**src/design/tast_pkg.sv**
```systemverilog
package tast_pkg;

    localparam int INTERVAL_WIDTH = 24;
    localparam int RND_W          = 32;
    localparam int CNT_W          = 8;
    localparam int CFG_W          = 8;
    localparam int DBL_W          = 5;
    localparam int MAX_DBL        = 16;
    localparam int MIN_LEN        = 2;
    localparam int WIDE_W         = INTERVAL_WIDTH + MAX_DBL;
    localparam int STEP_W         = $clog2(RND_W);

    localparam logic [INTERVAL_WIDTH-1:0] IMASK     = '1;
    localparam logic [CNT_W-1:0]          COUNT_MAX = 8'hFF;

    // configuration register indexes
    localparam logic [1:0] CFG_MIN_INTERVAL = 2'd0;
    localparam logic [1:0] CFG_MAX_DOUBLE   = 2'd1;
    localparam logic [1:0] CFG_REDUNDANCY   = 2'd2;

    localparam logic [CFG_W-1:0] RST_MIN_INTERVAL = 8'd2;
    localparam logic [DBL_W-1:0] RST_MAX_DOUBLE   = 5'd4;
    localparam logic [CFG_W-1:0] RST_REDUNDANCY   = 8'd1;

    typedef enum logic [1:0] {
        KIND_TICK  = 2'd0,
        KIND_START = 2'd1,
        KIND_HEARD = 2'd2,
        KIND_STOP  = 2'd3
    } t_kind;

    typedef enum logic {
        DIV_SPAN = 1'b0,
        DIV_HALF = 1'b1
    } t_div_sel;

    typedef enum logic [2:0] {
        ST_IDLE,
        ST_EXEC,
        ST_DIV_LEN,
        ST_FIRE_GO,
        ST_DIV_FIRE,
        ST_DONE
    } t_state;

    typedef struct packed {
        logic     capture;
        logic     exec;
        logic     div_start;
        t_div_sel div_sel;
        logic     load_len;
        logic     load_fire;
        logic     out_load;
    } t_cmd;

    typedef struct packed {
        logic is_start;
        logic is_end;
        logic rem_done;
    } t_sts;

endpackage

```
**src/design/tast_rem.sv**
```systemverilog
module tast_rem
    import tast_pkg::*;
(
    input  logic                      i_clk,
    input  logic                      i_rst_n,
    input  logic                      i_start,
    input  logic [RND_W-1:0]          i_dividend,
    input  logic [INTERVAL_WIDTH-1:0] i_divisor,
    output logic                      o_done,
    output logic [INTERVAL_WIDTH-1:0] o_rem
);

    logic                      r_busy, n_busy;
    logic                      r_done, n_done;
    logic [STEP_W-1:0]         r_cnt, n_cnt;
    logic [RND_W-1:0]          r_dvd, n_dvd;
    logic [INTERVAL_WIDTH-1:0] r_dsr, n_dsr;
    logic [INTERVAL_WIDTH-1:0] r_rem, n_rem;
    logic [INTERVAL_WIDTH:0]   trial;

    // restoring remainder, one dividend bit per cycle
    always_comb begin
        n_busy = r_busy;
        n_done = 1'b0;
        n_cnt  = r_cnt;
        n_dvd  = r_dvd;
        n_dsr  = r_dsr;
        n_rem  = r_rem;
        trial  = {r_rem, r_dvd[RND_W-1]};
        if (i_start) begin
            n_busy = 1'b1;
            n_cnt  = '0;
            n_dvd  = i_dividend;
            n_dsr  = i_divisor;
            n_rem  = '0;
        end else if (r_busy) begin
            if (trial >= {1'b0, r_dsr}) begin
                trial = trial - {1'b0, r_dsr};
            end
            n_rem = trial[INTERVAL_WIDTH-1:0];
            n_dvd = {r_dvd[RND_W-2:0], 1'b0};
            n_cnt = r_cnt + 1'b1;
            if (r_cnt == STEP_W'(RND_W - 1)) begin
                n_busy = 1'b0;
                n_done = 1'b1;
            end
        end
    end

    always_ff @(posedge i_clk) begin
        if (!i_rst_n) begin
            r_busy <= 1'b0;
            r_done <= 1'b0;
            r_cnt  <= '0;
        end else begin
            r_busy <= n_busy;
            r_done <= n_done;
            r_cnt  <= n_cnt;
        end
        r_dvd <= n_dvd;
        r_dsr <= n_dsr;
        r_rem <= n_rem;
    end

    assign o_done = r_done;
    assign o_rem  = r_rem;

`ifndef SYNTH
    a_rem_below_div: assert property (@(posedge i_clk) disable iff (!i_rst_n)
        r_done |-> (r_rem < r_dsr))
        else $error("remainder not below divisor");
    a_done_ends_busy: assert property (@(posedge i_clk) disable iff (!i_rst_n)
        r_done |-> !r_busy)
        else $error("remainder unit still busy at done");
    a_start_busy: assert property (@(posedge i_clk) disable iff (!i_rst_n)
        i_start |=> r_busy)
        else $error("remainder unit did not start");
`endif

endmodule

```
**src/design/tast_dp.sv**
```systemverilog
module tast_dp
    import tast_pkg::*;
(
    input  logic                      i_clk,
    input  logic                      i_rst_n,
    input  logic                      i_cfg_we,
    input  logic [1:0]                i_cfg_idx,
    input  logic [CFG_W-1:0]          i_cfg_data,
    input  logic [1:0]                i_kind,
    input  logic [RND_W-1:0]          i_random_word,
    input  logic                      i_pa_received,
    input  logic                      i_best_pan_found,
    input  t_cmd                      i_cmd,
    output t_sts                      o_sts,
    output logic                      o_send_solicit,
    output logic                      o_suppressed,
    output logic                      o_interval_ended,
    output logic                      o_running,
    output logic [INTERVAL_WIDTH-1:0] o_interval_now,
    output logic [CNT_W-1:0]          o_heard_now
);

    localparam int IW = INTERVAL_WIDTH;

    // configuration
    logic [CFG_W-1:0] r_cfg_min;
    logic [DBL_W-1:0] r_cfg_dbl;
    logic [CFG_W-1:0] r_cfg_k;

    // timer state
    logic [IW-1:0]    r_len, r_pos, r_fire;
    logic [CNT_W-1:0] r_heard, r_attempts;
    logic             r_fired, r_run;

    // request being worked on
    t_kind            r_kind;
    logic [RND_W-1:0] r_rnd;
    logic             r_pa, r_best;
    logic             r_sent, r_supp, r_ended;

    // result register
    logic             r_o_sent, r_o_supp, r_o_ended, r_o_run;
    logic [IW-1:0]    r_o_len;
    logic [CNT_W-1:0] r_o_heard;

    logic [CFG_W-1:0]  eff_min;
    logic [DBL_W-1:0]  eff_dbl;
    logic [WIDE_W-1:0] wide_max;
    logic [IW-1:0]     imax, span, half, divisor, pos_inc, rem;
    logic              fire_hit, under_k, rem_done;

    always_comb begin
        eff_min  = (r_cfg_min < CFG_W'(MIN_LEN)) ? CFG_W'(MIN_LEN) : r_cfg_min;
        eff_dbl  = (r_cfg_dbl > DBL_W'(MAX_DBL)) ? DBL_W'(MAX_DBL) : r_cfg_dbl;
        wide_max = WIDE_W'(eff_min) << eff_dbl;
        imax     = (wide_max > WIDE_W'(IMASK)) ? IMASK : wide_max[IW-1:0];
        span     = imax - IW'(eff_min) + 1'b1;
        half     = (r_len >> 1 == '0) ? IW'(1) : (r_len >> 1);
        divisor  = (i_cmd.div_sel == DIV_HALF) ? half : span;
        pos_inc  = r_pos + 1'b1;
        fire_hit = !r_fired && (pos_inc == r_fire);
        under_k  = (r_heard < r_cfg_k) || (r_cfg_k == '0);
    end

    tast_rem u_rem (
        .i_clk      (i_clk),
        .i_rst_n    (i_rst_n),
        .i_start    (i_cmd.div_start),
        .i_dividend (r_rnd),
        .i_divisor  (divisor),
        .o_done     (rem_done),
        .o_rem      (rem)
    );

    assign o_sts.is_start = (r_kind == KIND_START);
    assign o_sts.is_end   = (r_kind == KIND_TICK) && r_run && (pos_inc >= r_len);
    assign o_sts.rem_done = rem_done;

    always_ff @(posedge i_clk) begin
        if (!i_rst_n) begin
            r_cfg_min  <= RST_MIN_INTERVAL;
            r_cfg_dbl  <= RST_MAX_DOUBLE;
            r_cfg_k    <= RST_REDUNDANCY;
            r_len      <= '0;
            r_pos      <= '0;
            r_fire     <= '0;
            r_heard    <= '0;
            r_attempts <= '0;
            r_fired    <= 1'b0;
            r_run      <= 1'b0;
        end else begin
            if (i_cfg_we) begin
                case (i_cfg_idx)
                    CFG_MIN_INTERVAL: r_cfg_min <= i_cfg_data;
                    CFG_MAX_DOUBLE:   r_cfg_dbl <= i_cfg_data[DBL_W-1:0];
                    CFG_REDUNDANCY:   r_cfg_k   <= i_cfg_data;
                    default: ;
                endcase
            end
            if (i_cmd.exec) begin
                case (r_kind)
                    KIND_START: r_run <= 1'b1;
                    KIND_HEARD: begin
                        if (r_heard != COUNT_MAX) begin
                            r_heard <= r_heard + 1'b1;
                        end
                    end
                    KIND_STOP: begin
                        r_run   <= 1'b0;
                        r_len   <= '0;
                        r_pos   <= '0;
                        r_fire  <= '0;
                        r_fired <= 1'b0;
                    end
                    default: begin
                        if (r_run) begin
                            r_pos <= pos_inc;
                            if (fire_hit) begin
                                r_fired <= 1'b1;
                                // best-PAN suppression does not count as an attempt
                                if (!(under_k && r_pa && r_best && r_attempts != '0)
                                        && r_attempts != COUNT_MAX) begin
                                    r_attempts <= r_attempts + 1'b1;
                                end
                            end
                            if (pos_inc >= r_len) begin
                                r_len <= (r_len <= (imax >> 1)) ? (r_len << 1) : imax;
                            end
                        end
                    end
                endcase
            end
            if (i_cmd.load_len) begin
                r_len <= IW'(eff_min) + rem;
            end
            if (i_cmd.load_fire) begin
                r_fire  <= half + rem;
                r_pos   <= '0;
                r_heard <= '0;
                r_fired <= 1'b0;
            end
        end
    end

    always_ff @(posedge i_clk) begin
        if (i_cmd.capture) begin
            r_kind  <= t_kind'(i_kind);
            r_rnd   <= i_random_word;
            r_pa    <= i_pa_received;
            r_best  <= i_best_pan_found;
            r_sent  <= 1'b0;
            r_supp  <= 1'b0;
            r_ended <= 1'b0;
        end else if (i_cmd.exec && r_kind == KIND_TICK && r_run) begin
            if (fire_hit) begin
                r_sent <= under_k && !(r_pa && r_best && r_attempts != '0);
                r_supp <= !under_k || (r_pa && r_best && r_attempts != '0);
            end
            r_ended <= (pos_inc >= r_len);
        end
        if (i_cmd.out_load) begin
            r_o_sent  <= r_sent;
            r_o_supp  <= r_supp;
            r_o_ended <= r_ended;
            r_o_run   <= r_run;
            r_o_len   <= r_len;
            r_o_heard <= r_heard;
        end
    end

    assign o_send_solicit   = r_o_sent;
    assign o_suppressed     = r_o_supp;
    assign o_interval_ended = r_o_ended;
    assign o_running        = r_o_run;
    assign o_interval_now   = r_o_len;
    assign o_heard_now      = r_o_heard;

`ifndef SYNTH
    a_fire_in_interval: assert property (@(posedge i_clk) disable iff (!i_rst_n)
        i_cmd.load_fire |=> (r_fire < r_len))
        else $error("fire point outside interval");
    a_stopped_no_len: assert property (@(posedge i_clk) disable iff (!i_rst_n)
        !r_run |-> (r_len == '0))
        else $error("interval length set while stopped");
    a_flags_exclusive: assert property (@(posedge i_clk) disable iff (!i_rst_n)
        !(r_sent && r_supp))
        else $error("send and suppress both set");
`endif

endmodule

```
**src/design/tast_ctrl.sv**
```systemverilog
module tast_ctrl
    import tast_pkg::*;
(
    input  logic i_clk,
    input  logic i_rst_n,
    input  logic i_in_valid,
    output logic o_in_stall,
    input  logic i_out_stall,
    output logic o_out_valid,
    input  t_sts i_sts,
    output t_cmd o_cmd
);

    t_state r_state, n_state;
    logic   r_out_valid, n_out_valid;

    always_ff @(posedge i_clk) begin
        if (!i_rst_n) begin
            r_state     <= ST_IDLE;
            r_out_valid <= 1'b0;
        end else begin
            r_state     <= n_state;
            r_out_valid <= n_out_valid;
        end
    end

    always_comb begin
        n_state     = r_state;
        o_cmd       = '0;
        o_cmd.div_sel = DIV_SPAN;
        n_out_valid = r_out_valid && i_out_stall;
        o_in_stall  = (r_state != ST_IDLE);
        case (r_state)
            ST_IDLE: begin
                if (i_in_valid) begin
                    o_cmd.capture = 1'b1;
                    n_state       = ST_EXEC;
                end
            end
            ST_EXEC: begin
                o_cmd.exec = 1'b1;
                if (i_sts.is_start) begin
                    o_cmd.div_start = 1'b1;
                    n_state         = ST_DIV_LEN;
                end else if (i_sts.is_end) begin
                    n_state = ST_FIRE_GO;
                end else begin
                    n_state = ST_DONE;
                end
            end
            ST_DIV_LEN: begin
                if (i_sts.rem_done) begin
                    o_cmd.load_len = 1'b1;
                    n_state        = ST_FIRE_GO;
                end
            end
            ST_FIRE_GO: begin
                o_cmd.div_start = 1'b1;
                o_cmd.div_sel   = DIV_HALF;
                n_state         = ST_DIV_FIRE;
            end
            ST_DIV_FIRE: begin
                o_cmd.div_sel = DIV_HALF;
                if (i_sts.rem_done) begin
                    o_cmd.load_fire = 1'b1;
                    n_state         = ST_DONE;
                end
            end
            ST_DONE: begin
                if (!r_out_valid || !i_out_stall) begin
                    o_cmd.out_load = 1'b1;
                    n_out_valid    = 1'b1;
                    n_state        = ST_IDLE;
                end
            end
            default: n_state = ST_IDLE;
        endcase
    end

    assign o_out_valid = r_out_valid;

`ifndef SYNTH
    a_no_overwrite: assert property (@(posedge i_clk) disable iff (!i_rst_n)
        o_cmd.out_load |-> (!r_out_valid || !i_out_stall))
        else $error("pending result overwritten");
    a_done_when_dividing: assert property (@(posedge i_clk) disable iff (!i_rst_n)
        i_sts.rem_done |-> (r_state == ST_DIV_LEN || r_state == ST_DIV_FIRE))
        else $error("remainder finished outside a divide state");
    a_accept_exec: assert property (@(posedge i_clk) disable iff (!i_rst_n)
        (i_in_valid && !o_in_stall) |=> (r_state == ST_EXEC))
        else $error("accepted request not executed");
`endif

endmodule

```
**src/design/trickle_advert_solicit_timer.sv**
```systemverilog
// Trickle timer that schedules solicit transmissions.
// Input channel (i_in_valid / o_in_stall): one request per event: a tick,
//   a start, a heard consistent transmission or a stop, with a random word
//   and the PAN status bits. Output channel (o_out_valid / i_out_stall):
//   exactly one result per request, in order.
// Configuration: i_cfg_we writes register i_cfg_idx (0 min interval,
//   1 max doublings, 2 redundancy k) from i_cfg_data; the user must write
//   only while idle, as the block itself does not enforce it.
// Request accepted to result registered: heard, stop and a tick inside
//   an interval execute and load the result; a tick that ends an interval
//   adds one remainder pass, a start two. The next request is taken in
//   the cycle after the result loads.
// One request is in work at a time; the passes run on the shared
//   bit-serial remainder unit, one random bit per cycle over 32 bits.
// Reset (i_rst_n low, synchronous) stops the timer, clears all counters
//   and restores the configuration defaults (2, 4, 1).
// A stalled result stays on the output; the next request is still taken
//   and worked, and then waits until the output register frees up.
module trickle_advert_solicit_timer
    import tast_pkg::*;
(
    input  logic                      i_clk,
    input  logic                      i_rst_n,
    // configuration
    input  logic                      i_cfg_we,
    input  logic [1:0]                i_cfg_idx,
    input  logic [CFG_W-1:0]          i_cfg_data,
    // request channel
    input  logic                      i_in_valid,
    output logic                      o_in_stall,
    input  logic [1:0]                i_kind,
    input  logic [RND_W-1:0]          i_random_word,
    input  logic                      i_pa_received,
    input  logic                      i_best_pan_found,
    // result channel
    output logic                      o_out_valid,
    input  logic                      i_out_stall,
    output logic                      o_send_solicit,
    output logic                      o_suppressed,
    output logic                      o_interval_ended,
    output logic                      o_running,
    output logic [INTERVAL_WIDTH-1:0] o_interval_now,
    output logic [CNT_W-1:0]          o_heard_now
);

    t_cmd cmd;
    t_sts sts;

    // sequencer: accept, execute, divide passes, hand off the result
    tast_ctrl u_ctrl (
        .i_clk       (i_clk),
        .i_rst_n     (i_rst_n),
        .i_in_valid  (i_in_valid),
        .o_in_stall  (o_in_stall),
        .i_out_stall (i_out_stall),
        .o_out_valid (o_out_valid),
        .i_sts       (sts),
        .o_cmd       (cmd)
    );

    // timer state, config registers, remainder unit and result register
    tast_dp u_dp (
        .i_clk            (i_clk),
        .i_rst_n          (i_rst_n),
        .i_cfg_we         (i_cfg_we),
        .i_cfg_idx        (i_cfg_idx),
        .i_cfg_data       (i_cfg_data),
        .i_kind           (i_kind),
        .i_random_word    (i_random_word),
        .i_pa_received    (i_pa_received),
        .i_best_pan_found (i_best_pan_found),
        .i_cmd            (cmd),
        .o_sts            (sts),
        .o_send_solicit   (o_send_solicit),
        .o_suppressed     (o_suppressed),
        .o_interval_ended (o_interval_ended),
        .o_running        (o_running),
        .o_interval_now   (o_interval_now),
        .o_heard_now      (o_heard_now)
    );

endmodule

```
**config.mk**
```make
export PLATFORM = sky130hd
export DESIGN_NAME = trickle_advert_solicit_timer
export DESIGN_NICKNAME = d
export VERILOG_FILES = /design/src/design/tast_pkg.sv /design/src/design/tast_rem.sv /design/src/design/tast_dp.sv /design/src/design/tast_ctrl.sv /design/src/design/trickle_advert_solicit_timer.sv
export SDC_FILE = /design/constraint.sdc
export NUM_CORES = 1
export LEC_CHECK = 0
export ABC_AREA = 1
export ABC_CLOCK_PERIOD_IN_PS = 3700
export BUFFER_PORTS_ARGS = -buffer_cell sky130_fd_sc_hd__clkbuf_2
export CORE_AREA = 2 2 206 208
export CTS_BUF_LIST = sky130_fd_sc_hd__clkbuf_4 sky130_fd_sc_hd__clkbuf_8
export CTS_CLUSTER_SIZE = 28
export DETAILED_ROUTE_END_ITERATION = 10
export DIE_AREA = 0 0 208 210
export MAX_ROUTING_LAYER = met4
export PLACE_DENSITY = 0.64
export SLEW_MARGIN = 20
export SYNTH_ARGS = -nofsm -noshare
export SYNTH_HDL_FRONTEND = slang
export SYNTH_SLANG_ARGS = --single-unit
export TNS_END_PERCENT = 30
```
**constraint.sdc**
```tcl
create_clock -name i_clk -period 3.7 [get_ports i_clk]
set_clock_uncertainty 0.2 [all_clocks]
set_input_delay 0.185 -clock i_clk [delete_from_list [all_inputs] [get_ports i_clk]]
set_output_delay 0.185 -clock i_clk [all_outputs]
set_load 0.005 [all_outputs]
```
==> impl_metrics.toml <==
[status]
status = "complete, but fails checks"
failed_checks = "negative setup slack"

[synthesis]
ys_ff_latch = 277
async_flop_share_pct = 0
ys_warn_count = 0
ys_seq_area_share_pct = 37.0
avgSynthCellArea_sq_um = 7.31
synth_edf_count = 128
synth.distinct_cells = 59
synth_fp_nets = 2725
synth_area_sq_um = 18500
syn-instance-count = 2525
synthFlopType = "dfxtp_1"

[routing]
drt_first_pass_iters = 6
via_count = 18900
viasPerCell = 5.41
drc = 0
drt_wl_total_um = 61000
wire_per_inst_um = 17.5
route.antenna.remaining_nets = 0
first_iter_violations = 1448

[worst_setup_path]
path_buf_inv = 9
cp.arrival_ps = 3900
cp.depth = 27
cpMaxStageDelayCell = "fa_2"
rr_worst_depth = 27
crit_type = "register to register"
worstSetupEndpointType = "register"
start_kind = "register"
slowest_delay_ps = 340
crit_required_ps = 3840
path_delay_family = "simple AND/OR/NAND/NOR gates"
cp_common_cell = "nand2_2"
critPathMaxFanout = 3

[flow_run]
drv_cap = 0

[hold_path]
hold_path_class = "input pin to register"
holdPathStages = 2

[cells_and_area]
syn2layout_area_growth_pct = 29.7
antenna_cells = 0
n_fill_cell = 3851
finalNetCount = 3106
drive_above_1_share_pct = 22.8

[sta]
fmaxAchievable_mhz = 266
period_share_pct = 102
hold_viol_final = 0
final.setup.worst_slack_ps = -65.0
tightest_slew_ps = 1080
final_max_slew_viol_count = 0
rsz0062_at_grt = "true"
min_period_ps = 3770
max-slew-margin-rel_pct = 27.8
finalSetupTns_ps = -202
setup-violations-final = 7

[clock_network]
cts.path.max_buffers = 3
cts_root_buf = "clkbuf_8"
cts_tree = "done"
cts_made_buffers = 51
insertion_delay_ps = 650
htreeDepth = 2
clk_pin_slew_ps = 60
cts.sinks = 277

[die]
chipHeight_um = 210
die_x_um = 208
core_sq_um = 41500
die_area_sq_um = 43700
placementRows = 75
start_util_pct = 44.5
pin_count = 89

[power_and_ir_drop]
ir_worst_vdd_v = 0.000473
powerDensity_nw_per_um2 = 599
cellLeakagePower_nw = 11.1

[placed_design]
place.port_buffers = 88
dpl_worst_slack_ps = -244
hpwl_um = 45000
place.gp.congestion = 0.958

[global_routing]
antenna_found_initial = 0
groute.usage.overall_pct = 27.3
grt_overflow = 0
grt_pass1_wl_um = 92500
grt_pass1_vias = 17600
grt_start_max_net_pins = 49
## per-stage QoR
| step | util, % | hold WS, ps | instances | area (sq um) | total power, mW |
|---|---|---|---|---|---|
| after floorplan | - | 83.9 | 2525 | 18500 | 8.00 |
| after global placement | 50.5 | 162 | 3276 | 20900 | 9.92 |
| after detailed placement | 50.5 | 164 | 3276 | 20900 | 10.0 |
| after CTS | 55.0 | 28.2 | 3450 | 22800 | 13.3 |
| after global routing | 57.7 | 42.2 | 3488 | 23900 | 15.2 |
| final | 57.7 | 67.5 | 3488 | 23900 | 14.4 |
## Yosys cell counts, drive strengths merged, types with 5 or more instances
| cell | n | share of area (%) |
|---|---|---|
| a21oi | 255 | 6.9 |
| a211oi | 8 | 0.33 |
| ha | 145 | 9.8 |
| nand2 | 681 | 14 |
| clkbuf | 82 | 1.7 |
| o22ai | 9 | 0.30 |
| buf | 12 | 0.45 |
| edfxtp | 128 | 21 |
| and3 | 6 | 0.20 |
| nand3b | 11 | 0.45 |
| nor3b | 5 | 0.20 |
| dfxtp | 149 | 16 |
| nand4 | 51 | 1.8 |
| nor2 | 172 | 3.6 |
| a21o | 11 | 0.45 |
| nor3 | 48 | 1.4 |
| o211ai | 12 | 0.49 |
| xor2 | 27 | 1.3 |
| o21bai | 12 | 0.49 |
| o21ai | 169 | 4.7 |
| o21a | 11 | 0.45 |
| inv | 284 | 5.8 |
| nor4 | 13 | 0.60 |
| or2 | 14 | 0.49 |
| xnor2 | 20 | 0.99 |
| nand3 | 154 | 4.3 |
| a31oi | 7 | 0.24 |
## sequential cells by signal, summed over array words and instances (netlist names), 2 cells and up
signal,count
u_dp.r_cfg_min,8
u_dp.r_len,24
u_dp.r_pos,24
u_dp.r_rnd,32
u_dp.u_rem.r_dvd,32
u_dp.r_fire,24
u_dp.r_kind,2
u_dp.r_cfg_dbl,5
u_dp.u_rem.r_dsr,24
u_dp.r_attempts,8
u_ctrl.r_state,3
u_dp.u_rem.r_cnt,5
u_dp.o_interval_now,24
u_dp.o_heard_now,8
u_dp.r_heard,8
u_dp.r_cfg_k,8
u_dp.u_rem.o_rem,24
## final timing paths
path	to	slack (ps)	start
min	u_dp.r_best$_DFFE_PP_	70	i_best_pan_found
max reg2reg	u_dp.u_rem.r_dsr[9]$_DFFE_PP_	-70	u_dp.r_cfg_min[6]$_SDFFE_PN0P_
max	u_dp.u_rem.r_dsr[9]$_DFFE_PP_	-70	u_dp.r_cfg_min[6]$_SDFFE_PN0P_
min reg2reg	u_dp.o_send_solicit$_DFFE_PP_	240	u_dp.r_sent$_SDFFE_PP0P_
## power by group
group	leakage [nW]	switching (mW)	internal, mW
sequential	2.41	0.317	3.89
clock	0.566	1.38	1.71
combinational	8.17	4.35	2.70
total	11.1	6.05	8.30
## timing repair
| item | 4_1_cts | 5_1_grt |
|---|---|---|
| pin swaps | 12 | 50 |
| hold endpoints to repair | 117 | 0 |
| gates cloned | 0 | 8 |
| hold buffers | 64 | 0 |
| setup buffers | 14 | 29 |
| endpoints found under the setup margin | 35 | 48 |
| resized for setup | 29 | 167 |
## routing by layer
| metal | global-route usage [%] | vias up | wire length [um] | share of wire, % |
|---|---|---|---|---|
| met1 | 35.5 | 8800 | 27400 | 45 |
| li1 | - | 9284 | - | - |
| met5 | - | - | 0 | 0 |
| met4 | 8.51 | 0 | 1840 | 3.0 |
| met2 | 44.6 | 639 | 28200 | 46 |
| met3 | 3.53 | 136 | 3540 | 5.8 |
## layout make-up
type	instances	area (sq um)	area share, %
tap	539	674	2.82
clock inverter	18	126	0.528
sequential	277	6840	28.6
timing repair buffer	420	3300	13.8
inverter	288	1090	4.55
clock buffer	78	948	3.96
multi-input combinational	1868	11000	45.8
## cell usage in the layout (no fill, tap or decap), drive strengths merged, types with 6 or more instances in the layout
cell and instances:
a211oi 8, a21o 11, a21oi 255, a31oi 7
and3 6, buf 263, clkbuf 171, clkinv 18
dfxtp 149, dlygate4sd3 64, edfxtp 128, ha 145
inv 285, nand2 683, nand3 154, nand3b 11
nand4 51, nor2 172, nor3 48, nor4 13
o211ai 12, o21a 11, o21ai 169, o21bai 12
o22ai 9, or2 14, xnor2 20, xor2 27
## worst reg2reg max path, cell delays in order (launching register included)
cell and delay (ps):
dfxtp_2 330, nor2_1 130, nand2_2 80, o21bai_4 140
nand2_2 80, nand2_2 80, nand2_4 60, nor2_4 110
nand2_2 90, ha_4 220, inv_2 60, ha_4 130
inv_2 40, fa_2 340, nand3b_1 180, nand2_2 90
inv_2 40, nor2_1 80, nor2_1 70, inv_1 80
nand2_2 60, buf_4 130, buf_4 120, buf_4 120
buf_4 120, buf_4 120, nand3_1 50, o21ai_0 100
## cells by family (layout without fill, tap and decap cells)
| family | Yosys count | in the layout | synth area share [%] |
|---|---|---|---|
| xor gates and xnor gates | 47 | 47 | 2.27 |
| and+or+nand+nor | 1158 | 1160 | 27.3 |
| buffers and inverters | 382 | 804 | 7.99 |
| adders and majority gates | 149 | 149 | 10.3 |
| AOI/OAI and AO/OA | 512 | 512 | 15.2 |
| DFF | 277 | 277 | 37.0 |
Note: power is estimated with default switching activity, not from simulation.
